==> src/rtl/core/button_click_longpress_detector_top_assert.svh <==
// assertion macros for the button detector
`ifndef BUTTON_CLICK_LONGPRESS_DETECTOR_TOP_ASSERT_SVH
`define BUTTON_CLICK_LONGPRESS_DETECTOR_TOP_ASSERT_SVH

`ifndef NO_ASSERTIONS

`define BCLD_ASSERT_SAME(label, clk, rst_n, ante, cons) \
    label: assert property (@(posedge clk) disable iff (!rst_n) (ante) |-> (cons)) \
        else $error("assertion failed: label");

`define BCLD_ASSERT_NEXT(label, clk, rst_n, ante, cons) \
    label: assert property (@(posedge clk) disable iff (!rst_n) (ante) |=> (cons)) \
        else $error("assertion failed: label");

`else

`define BCLD_ASSERT_SAME(label, clk, rst_n, ante, cons)

`define BCLD_ASSERT_NEXT(label, clk, rst_n, ante, cons)

`endif

`endif

==> src/rtl/core/bcld_pkg.sv <==
package bcld_pkg;

    localparam int unsigned TIME_W = 32;
    localparam int unsigned CFG_W  = 16;
    localparam int unsigned IDX_W  = 8;

    localparam logic [IDX_W-1:0] REG_LONG_PRESS_TIME = 8'd0;
    localparam logic [IDX_W-1:0] REG_DEBOUNCE_TIME   = 8'd1;

    localparam logic [CFG_W-1:0] LONG_PRESS_RESET = 16'd750;
    localparam logic [CFG_W-1:0] DEBOUNCE_RESET   = 16'd50;

    typedef struct packed {
        logic click;
        logic long_start;
        logic long_during;
        logic long_stop;
        logic long_pressed;
    } t_result;

endpackage

==> src/rtl/core/bcld_in_if.sv <==
interface bcld_in_if;
    import bcld_pkg::*;

    logic              valid;
    logic              ready;
    logic              button_level;
    logic [TIME_W-1:0] now_ms;

    modport source (output valid, output button_level, output now_ms, input ready);
    modport sink (input valid, input button_level, input now_ms, output ready);
endinterface

==> src/rtl/core/bcld_out_if.sv <==
interface bcld_out_if;
    logic valid;
    logic ready;
    logic click;
    logic long_start;
    logic long_during;
    logic long_stop;
    logic long_pressed;

    modport source (
        output valid, output click, output long_start, output long_during,
        output long_stop, output long_pressed, input ready
    );
    modport sink (
        input valid, input click, input long_start, input long_during,
        input long_stop, input long_pressed, output ready
    );
endinterface

==> src/rtl/core/button_click_longpress_detector_top.sv <==
// channel   direction  payload
// i_in      in         button_level, now_ms
// o_out     out        click, long_start, long_during, long_stop, long_pressed
// i_cfg_*   in         write enable, register index, 16-bit data
//
// one poll per cycle while o_out.ready is high: the phase update and result
// are computed in the cycle the poll is accepted and registered at that edge
// throughput is one poll per cycle while o_out.ready is
// high, since the phase state updates at the accepting edge
// i_in.ready drops only while a result waits and o_out.ready is low
// synchronous active-low reset returns to idle with default register values
`include "button_click_longpress_detector_top_assert.svh"

module button_click_longpress_detector_top
    import bcld_pkg::*;
(
    input  logic             i_clk,
    input  logic             i_rst_n,
    input  logic             i_cfg_we,
    input  logic [IDX_W-1:0] i_cfg_idx,
    input  logic [CFG_W-1:0] i_cfg_data,
    bcld_in_if.sink          i_in,
    bcld_out_if.source       o_out
);

    localparam logic [1:0] PH_IDLE    = 2'd0;
    localparam logic [1:0] PH_PRESSED = 2'd1;
    localparam logic [1:0] PH_LONG    = 2'd2;

    logic [CFG_W-1:0]  r_long_press_time;
    logic [CFG_W-1:0]  r_debounce_time;
    logic [1:0]        r_phase;
    logic [1:0]        n_phase;
    logic [TIME_W-1:0] r_press_start;
    logic [TIME_W-1:0] n_press_start;
    logic              r_long_flag;
    logic              n_long_flag;
    logic              r_out_valid;
    t_result           r_result;
    t_result           n_result;
    logic [TIME_W-1:0] elapsed;
    logic              in_fire;

    assign i_in.ready = !r_out_valid || o_out.ready;
    assign in_fire    = i_in.valid && i_in.ready;
    assign elapsed    = i_in.now_ms - r_press_start;

    always_comb begin
        n_phase       = r_phase;
        n_press_start = r_press_start;
        n_long_flag   = r_long_flag;
        n_result      = '0;
        case (r_phase)
            PH_PRESSED: begin
                if (i_in.button_level) begin
                    n_result.click = (elapsed >= {{(TIME_W-CFG_W){1'b0}}, r_debounce_time});
                    n_phase        = PH_IDLE;
                end else if (elapsed > {{(TIME_W-CFG_W){1'b0}}, r_long_press_time}) begin
                    n_long_flag          = 1'b1;
                    n_result.long_start  = 1'b1;
                    n_result.long_during = 1'b1;
                    n_phase              = PH_LONG;
                end
            end
            PH_LONG: begin
                if (i_in.button_level) begin
                    n_long_flag        = 1'b0;
                    n_result.long_stop = 1'b1;
                    n_phase            = PH_IDLE;
                end else begin
                    n_result.long_during = 1'b1;
                end
            end
            default: begin
                // idle and the unused code: a low button level starts a press, else idle
                n_phase = PH_IDLE;
                if (!i_in.button_level) begin
                    n_phase       = PH_PRESSED;
                    n_press_start = i_in.now_ms;
                end
            end
        endcase
        n_result.long_pressed = n_long_flag;
    end

    always_ff @(posedge i_clk) begin
        if (!i_rst_n) begin
            r_long_press_time <= LONG_PRESS_RESET;
            r_debounce_time   <= DEBOUNCE_RESET;
        end else if (i_cfg_we) begin
            if (i_cfg_idx == REG_LONG_PRESS_TIME) begin
                r_long_press_time <= i_cfg_data;
            end else if (i_cfg_idx == REG_DEBOUNCE_TIME) begin
                r_debounce_time <= i_cfg_data;
            end
        end
    end

    always_ff @(posedge i_clk) begin
        if (!i_rst_n) begin
            r_phase       <= PH_IDLE;
            r_press_start <= '0;
            r_long_flag   <= 1'b0;
            r_out_valid   <= 1'b0;
        end else begin
            if (in_fire) begin
                r_phase       <= n_phase;
                r_press_start <= n_press_start;
                r_long_flag   <= n_long_flag;
                r_out_valid   <= 1'b1;
            end else if (o_out.ready) begin
                r_out_valid <= 1'b0;
            end
        end
    end

    always_ff @(posedge i_clk) begin
        if (in_fire) begin
            r_result <= n_result;
        end
    end

    assign o_out.valid        = r_out_valid;
    assign o_out.click        = r_result.click;
    assign o_out.long_start   = r_result.long_start;
    assign o_out.long_during  = r_result.long_during;
    assign o_out.long_stop    = r_result.long_stop;
    assign o_out.long_pressed = r_result.long_pressed;

    `BCLD_ASSERT_SAME(a_flag_tracks_phase, i_clk, i_rst_n, 1'b1, r_long_flag == (r_phase == PH_LONG))
    `BCLD_ASSERT_SAME(a_one_event, i_clk, i_rst_n, r_out_valid, $onehot0({r_result.click, r_result.long_start, r_result.long_stop}))
    `BCLD_ASSERT_SAME(a_start_implies_during, i_clk, i_rst_n, r_out_valid && r_result.long_start, r_result.long_during && r_result.long_pressed)
    `BCLD_ASSERT_NEXT(a_press_enters_pressed, i_clk, i_rst_n, in_fire && (r_phase == PH_IDLE) && !i_in.button_level, r_phase == PH_PRESSED)
    `BCLD_ASSERT_SAME(a_ready_when_empty, i_clk, i_rst_n, !r_out_valid, i_in.ready)

endmodule
==> src/flat_wrapper.sv <==
// flat-port wrapper written by rule: the top's interface ports become plain ports
module button_click_longpress_detector_top_flat import bcld_pkg::*;
  (i_clk, i_rst_n, i_cfg_we, i_cfg_idx, i_cfg_data, i_in_valid, i_in_button_level, i_in_now_ms, i_in_ready, o_out_valid, o_out_click, o_out_long_start, o_out_long_during, o_out_long_stop, o_out_long_pressed, o_out_ready);
  bcld_in_if i_in_i ();
  bcld_out_if o_out_i ();
  input  logic i_clk;
  input  logic i_rst_n;
  input  logic i_cfg_we;
  input  logic [IDX_W-1:0] i_cfg_idx;
  input  logic [CFG_W-1:0] i_cfg_data;
  input wire logic [$bits(i_in_i.valid)-1:0] i_in_valid;
  input wire logic [$bits(i_in_i.button_level)-1:0] i_in_button_level;
  input wire logic [$bits(i_in_i.now_ms)-1:0] i_in_now_ms;
  output wire logic [$bits(i_in_i.ready)-1:0] i_in_ready;
  output wire logic [$bits(o_out_i.valid)-1:0] o_out_valid;
  output wire logic [$bits(o_out_i.click)-1:0] o_out_click;
  output wire logic [$bits(o_out_i.long_start)-1:0] o_out_long_start;
  output wire logic [$bits(o_out_i.long_during)-1:0] o_out_long_during;
  output wire logic [$bits(o_out_i.long_stop)-1:0] o_out_long_stop;
  output wire logic [$bits(o_out_i.long_pressed)-1:0] o_out_long_pressed;
  input wire logic [$bits(o_out_i.ready)-1:0] o_out_ready;
  assign i_in_i.valid = i_in_valid;
  assign i_in_i.button_level = i_in_button_level;
  assign i_in_i.now_ms = i_in_now_ms;
  assign i_in_ready = i_in_i.ready;
  assign o_out_valid = o_out_i.valid;
  assign o_out_click = o_out_i.click;
  assign o_out_long_start = o_out_i.long_start;
  assign o_out_long_during = o_out_i.long_during;
  assign o_out_long_stop = o_out_i.long_stop;
  assign o_out_long_pressed = o_out_i.long_pressed;
  assign o_out_i.ready = o_out_ready;
  button_click_longpress_detector_top u_core (.i_clk(i_clk), .i_rst_n(i_rst_n), .i_cfg_we(i_cfg_we), .i_cfg_idx(i_cfg_idx), .i_cfg_data(i_cfg_data), .i_in(i_in_i), .o_out(o_out_i));
endmodule
==> config.mk <==
export PLATFORM = sky130hd
export DESIGN_NAME = button_click_longpress_detector_top_flat
export DESIGN_NICKNAME = d
export VERILOG_FILES = /design/src/rtl/core/bcld_pkg.sv /design/src/rtl/core/bcld_in_if.sv /design/src/rtl/core/bcld_out_if.sv /design/src/rtl/core/button_click_longpress_detector_top.sv /design/src/flat_wrapper.sv
export VERILOG_INCLUDE_DIRS = /design/src /design/src/rtl/core
export SDC_FILE = /design/constraint.sdc
export NUM_CORES = 1
export LEC_CHECK = 0
export BUFFER_PORTS_ARGS = -buffer_cell sky130_fd_sc_hd__clkbuf_2
export CAP_MARGIN = 20
export CORE_MARGIN = 2
export CORE_UTILIZATION = 45
export DETAILED_ROUTE_END_ITERATION = 8
export GPL_ROUTABILITY_DRIVEN = 0
export PLACE_DENSITY = 0.74
export SYNTH_ARGS = -nofsm -noshare
export SYNTH_HDL_FRONTEND = slang
export SYNTH_SLANG_ARGS = --single-unit
==> constraint.sdc <==
create_clock -name i_clk -period 5.15 [get_ports i_clk]
set_input_delay 0.2575 -clock i_clk [delete_from_list [all_inputs] [get_ports i_clk]]
set_output_delay 0.2575 -clock i_clk [all_outputs]
set_load 0.03 [all_outputs]
==> After elaboration in Yosys (flattened, before gate mapping) <==
Cells that the tools add are included.
{ "word_totals": {"ff_bits": 73, "input_bits": 62, "out_inout_bits": 7, "elab_cells": 51} }
{ "classes": {"addsub": 1, "order_cmp": 2, "n_eq_ne": 5, "mux": 16, "bitwise_logic": 4, "n_reduce_logical": 12} }
{ "ops": {"columns": ["op", "n"], "rows": [
  ["greater-or-equal comparator 32 x 16 -> 1 bit", 1],
  ["greater-than comparator 32 x 16 -> 1 bit", 1],
  ["subtractor 32 bit", 1],
  ["2-to-1 mux 1 bit", 9],
  ["AND reduction 3 bit", 3],
  ["== test 8 x 1 -> 1 bit (second input constant)", 1],
  ["zero test 8 bit", 1],
  ["2-to-1 mux 2 bit", 4],
  ["inverter 1 bit", 4],
  ["one-hot mux 1 bit (2 select lines)", 2],
  ["one-hot mux 2 bit (2 select lines)", 1],
  ["AND reduction 2 bit", 2],
  ["OR reduction 2 bit", 2],
  ["inequality test 3 x 2 -> 1 bit (second input constant)", 1],
  ["== test 2 x 1 -> 1 bit (second input constant)", 1],
  ["== test 2 bit (second input constant)", 1],
  ["inequality test 2 bit (second input constant)", 1],
  ["nonzero test 2 bit", 1],
  ["logical AND 1 bit", 1],
  ["zero test 1 bit", 1],
  ["logical OR 1 bit", 1]
]} }

==> Logic depth before layout (Yosys ltp) <==
{ "logic_depth": {"word_depth": 5, "depth_mapped": 19, "depth_no_buf": 18} }

==> Worst setup path before layout <==
OpenSTA, ideal clock, no wires.
{ "synth_path": {"path_kind": "input -> register", "startpoint": "input i_in_now_ms[0]", "endpoint": "register u_core.r_phase[0]", "t_arrival_ps": 3710, "slack_ps": 1366, "stages": 15, "n_path_buf": 0, "path_cell_list": "inv_1 -> ha_1 -> fa_1 -> nand2b_1 -> a21o_1 -> a2111oi_2 -> nor3_1 -> xnor2_1 -> ha_1 -> nand4_1 -> or2_2 -> o32ai_1 -> nor4b_2 -> or3b_1 -> a31oi_1"} }
{ "synth_between": {"elab_chain_len": 4} }
{ "synth_rtl": {"columns": ["element", "line_no", "source"], "rows": [
  ["from (decl)", "flat_wrapper.sv:13", "input wire logic [$bits(i_in_i.now_ms)-1:0] i_in_now_ms;"],
  ["subtractor 32 bit", "button_click_longpress_detector_top.sv:46", "assign elapsed = i_in.now_ms - r_press_start;"],
  ["greater-than comparator 32 x 16 -> 1 bit", "button_click_longpress_detector_top.sv:58", "end else if (elapsed > {{(TIME_W-CFG_W){1'b0}}, r_long_press_time}) begin"],
  ["inequality test 3 x 2 -> 1 bit (no line)", null, null],
  ["AND reduction 3 bit (no line)", null, null],
  ["to (signal assigned)", "button_click_longpress_detector_top.sv:107", "r_phase <= n_phase;"],
  ["to (decl)", "button_click_longpress_detector_top.sv:32", "logic [1:0] r_phase;"]
]} }
Every way passes these cells.
A chain may end at the register's enable or synchronous reset.

==> Worst setup path after layout <==
{ "layout_path": {"startpoint": "register u_core.r_press_start[0]", "endpoint": "register u_core.r_phase[0]"} }
{ "layout_between": {"elab_chain_len": 4} }
{ "layout_rtl": {"columns": ["element", "line_no", "source"], "rows": [
  ["from (decl)", "button_click_longpress_detector_top.sv:34", "logic [TIME_W-1:0] r_press_start;"],
  ["from (signal assigned)", "button_click_longpress_detector_top.sv:108", "r_press_start <= n_press_start;"],
  ["subtractor 32 bit", "button_click_longpress_detector_top.sv:46", null],
  ["greater-than comparator 32 x 16 -> 1 bit", "button_click_longpress_detector_top.sv:58", null],
  ["inequality test 3 x 2 -> 1 bit (no line)", null, null],
  ["AND reduction 3 bit (no line)", null, null]
]} }
Every way passes these cells.

==> impl_results.md <==
- Vias per cell: 5.59
- Outcome: finished, final reports clean
- Core area: 13100 µm²
- Hold crit path type: input pin to flip-flop
- Switching power: 560 µW
- CTS Buf Count: 9
- Setup TNS: 0 ps
- Max Slew Vio Count: 0
- Antenna Nets Post-Route: 0
- Port Buffer Count: 68
- CTS Root Buffer Type: clkbuf_16
- DRT iter0 DRCs: 449
- Final WL: 14800 µm
- FFs w/ async S/R, synth: 0%
- Final nets: 958
- EDFF count, synth: 5
- Synth Register Bits: 73
- Overflow after GRT: 0
- Worst Max-Slew Pin Slew: 1030 ps
- Crit path required time: 5420 ps
- RSZ-0062 raised after global routing: false
- Footprint of the multi-input gates: 4000 µm²
- Crit path DAT: 4520 ps
- Antenna Cells: 0
- Synth Flop Type: dfxtp_1
- Minimum clock period: 4250 ps
- HPWL after DPL: 11500 µm
- Combinational share of power: 30.3%
- Initial antenna violation count: 0
- Critical Path Source: u_core.r_press_start[0]
- Maximum vdd drop: 0.144 mV
- WL/cell: 14.6 µm
- Power Total: 1.74 mW
- Lkg Pwr: 2.88 nW
- Post-CTS setup buffer count: 0
- First-pass GRT wire length: 25000 µm
- Startpoint Class: flip-flop
- Clock power share: 35.6%
- CTS Sinks: 73
- Tcrit/Tclk final: 82.5%
- All-Layer GR Usage: 21.5%
- Mapped Cells: 778
- Cts hold-fix bufs: 0
- Die ar.: 14200 µm²
- Achievable Freq: 235 MHz
- Register Area: 1510 µm²
- Reg2reg start: u_core.r_press_start[0]
- Flop2flop setup slack: 900 ps
- Vias in the first global route: 5262
- Ports: 69
- Fill count: 1248
- Syn Nets: 906
- Worst Clk Skew: 4.57 ps
- Sequential group share of total power: 34.1%
- Layout cells sized above 1: 12.5%
- Seq/Total Area, Yosys: 25.4%
- Pin count of the biggest net entering global routing: 33
- Number of max-cap violations: 0
- Finish-stage setup viols: 0
- Longest Clk Path Bufs: 2
- Internal: 1.18 mW
- Placed cells: 993
- Reg2reg end: u_core.r_phase[0]
- Starting Density: 45.5%
- CP max FO: 5
- Cell depth of the worst flop-to-flop path: 14
- Non-Filler Instances: 1009
- Die extent in x: 119 µm
- Avg Synthesized Cell Area: 7.65 µm²
- Layout area overhead: 12.7%
- Synth Cell Area: 5950 µm²
- Vias after detailed routing: 5639
- Row count: 42
- CP Capture Point: u_core.r_phase[0]
- Switching share of power: 32.1%
- Htree depth: 3
- CTS tree: done
- Residual DRC count: 0
- Chip height: 119 µm
- Hold violation total from the final report: 0
- Netlist cell types: 69
- PwrDens: 260 nW/µm²
- Worst skew pair latency: 340 ps
- Kind of critical path: flip-flop to flip-flop
- Post-cts sizing count: 0
- Pre-antenna DRT Iters: 6
- Crit end category: flip-flop
- Slew HR: 31.1%
- Reg clk slew, reported paths: 60 ps
- Synth warnings: 0
==> cell type report <==
cell class                 count  share of cell area (%)
timing repair buffer          73                    5.80
inverter                      80                    4.48
clock buffer                  11                    3.62
tap                          176                    3.28
multi-input combinational    593                    59.7
sequential                    73                    22.5
clock inverter                 3                   0.634
==> worst max-delay path, cell delays in order (launching register included) <==
cell and delay [ps]:
dfxtp_1 310, ha_1 190, fa_1 410, nand2b_1 180, a21o_1 220, a2111oi_2 440, nor3_1 150, xnor2_1 190
ha_1 320, nand4_1 100, or2_2 320, o32ai_1 400, nor4b_2 390, or3b_1 380, a31oi_1 150
==> through the flow <==
stage / setup slack, ps / util [%] / cell area (µm²) / hold slack, ps
floorplan: 1370 / - / 5950 / 383
finish: 899 / 51.3 / 6710 / 148
detailed placement: 829 / 48.9 / 6400 / 446
CTS: 925 / 51.1 / 6680 / 139
global placement: 867 / 48.9 / 6400 / 443
global route: 653 / 51.3 / 6710 / 155
==> cells in the mapped netlist, drive strengths merged, types with 6 or more instances <==
library cell	number	share of area, %
ha	65	14
a21o	27	3.4
xor2	6	0.88
nand4	15	1.6
nand2b	14	1.5
clkbuf	27	1.7
nor3	12	1.0
a21oi	81	7.3
nand2	114	7.2
nor2	47	3.0
o211ai	21	2.6
mux2i	31	5.2
nand3	9	0.76
nor2b	6	0.63
xnor2	14	2.1
o21a	8	1.0
inv	80	5.0
o21ai	30	2.6
nor3b	6	0.76
a211oi	7	0.88
dfxtp	68	23
or3	6	0.63
==> state kept, by name (all words and copies together), names as in the netlist, 2 cells and up <==
signal and cells:
u_core.r_press_start 32, u_core.r_long_press_time 16, u_core.r_phase 2, u_core.r_debounce_time 16
==> power by group through the flow <==
stage	logic, mW	registers, mW	clock network (mW)
after global placement	0.509	0.605	0
final	0.527	0.594	0.621
after floorplan	0.380	0.610	0
after detailed placement	0.516	0.606	0
after CTS	0.522	0.593	0.632
after global routing	0.593	0.595	0.656
==> routing by layer <==
metal	wire length (µm)	track usage, %	up-vias
li1	-	-	2851
met1	6940	29.3	2573
met2	6590	34.0	189
met3	878	3.64	26
met4	357	8.04	0
met5	0	0	-
==> how the worst min path moves through the flow <==
stage | start | endpoint | slack (ps) | depth (start not counted)
after floorplan | i_cfg_data[1] | u_core.r_debounce_time[1] | 380 | 2
after global placement | u_core.r_press_start[25] | u_core.r_press_start[25] | 440 | 2
after detailed placement | u_core.r_press_start[14] | u_core.r_press_start[14] | 450 | 2
after CTS | i_in_valid | u_core.o_out.valid | 140 | 3
after global routing | i_in_now_ms[24] | u_core.r_press_start[24] | 150 | 3
final | i_in_valid | u_core.o_out.valid | 150 | 3
==> cells by family (layout without fill, tap and decap cells) <==
group	Yosys count	in the layout	synth area share, %
simple gates	264	264	21.7
compound gates	212	212	23.3
buf+inv	112	167	7.49
flops	73	73	25.4
fa+ha+maj	66	66	14.0
mux	31	31	5.21
xor+xnor	20	20	2.94
==> placed cells by master, fill, tap and decap left out, drive strengths merged, types with 3 or more instances in the layout <==
cell     netlist  final
a2111oi        3      3
a211o          5      5
a211oi         7      7
a21o          27     27
a21oi         81     81
a31oi          5      5
and2           4      4
and3           5      5
and4           5      5
buf            5      5
clkbuf        27     79
dfxtp         68     68
edfxtp         5      5
ha            65     65
inv           80     79
mux2i         31     31
nand2        114    114
nand2b        14     14
nand3          9      9
nand4         15     15
nor2          47     47
nor2b          6      6
nor3          12     12
nor3b          6      6
nor4b          4      4
o211ai        21     21
o21a           8      8
o21ai         30     30
o21bai         5      5
or2            5      5
or3            6      6
or4            3      3
xnor2         14     14
xor2           6      6
No activity file was read; power rests on OpenSTA's default activity.
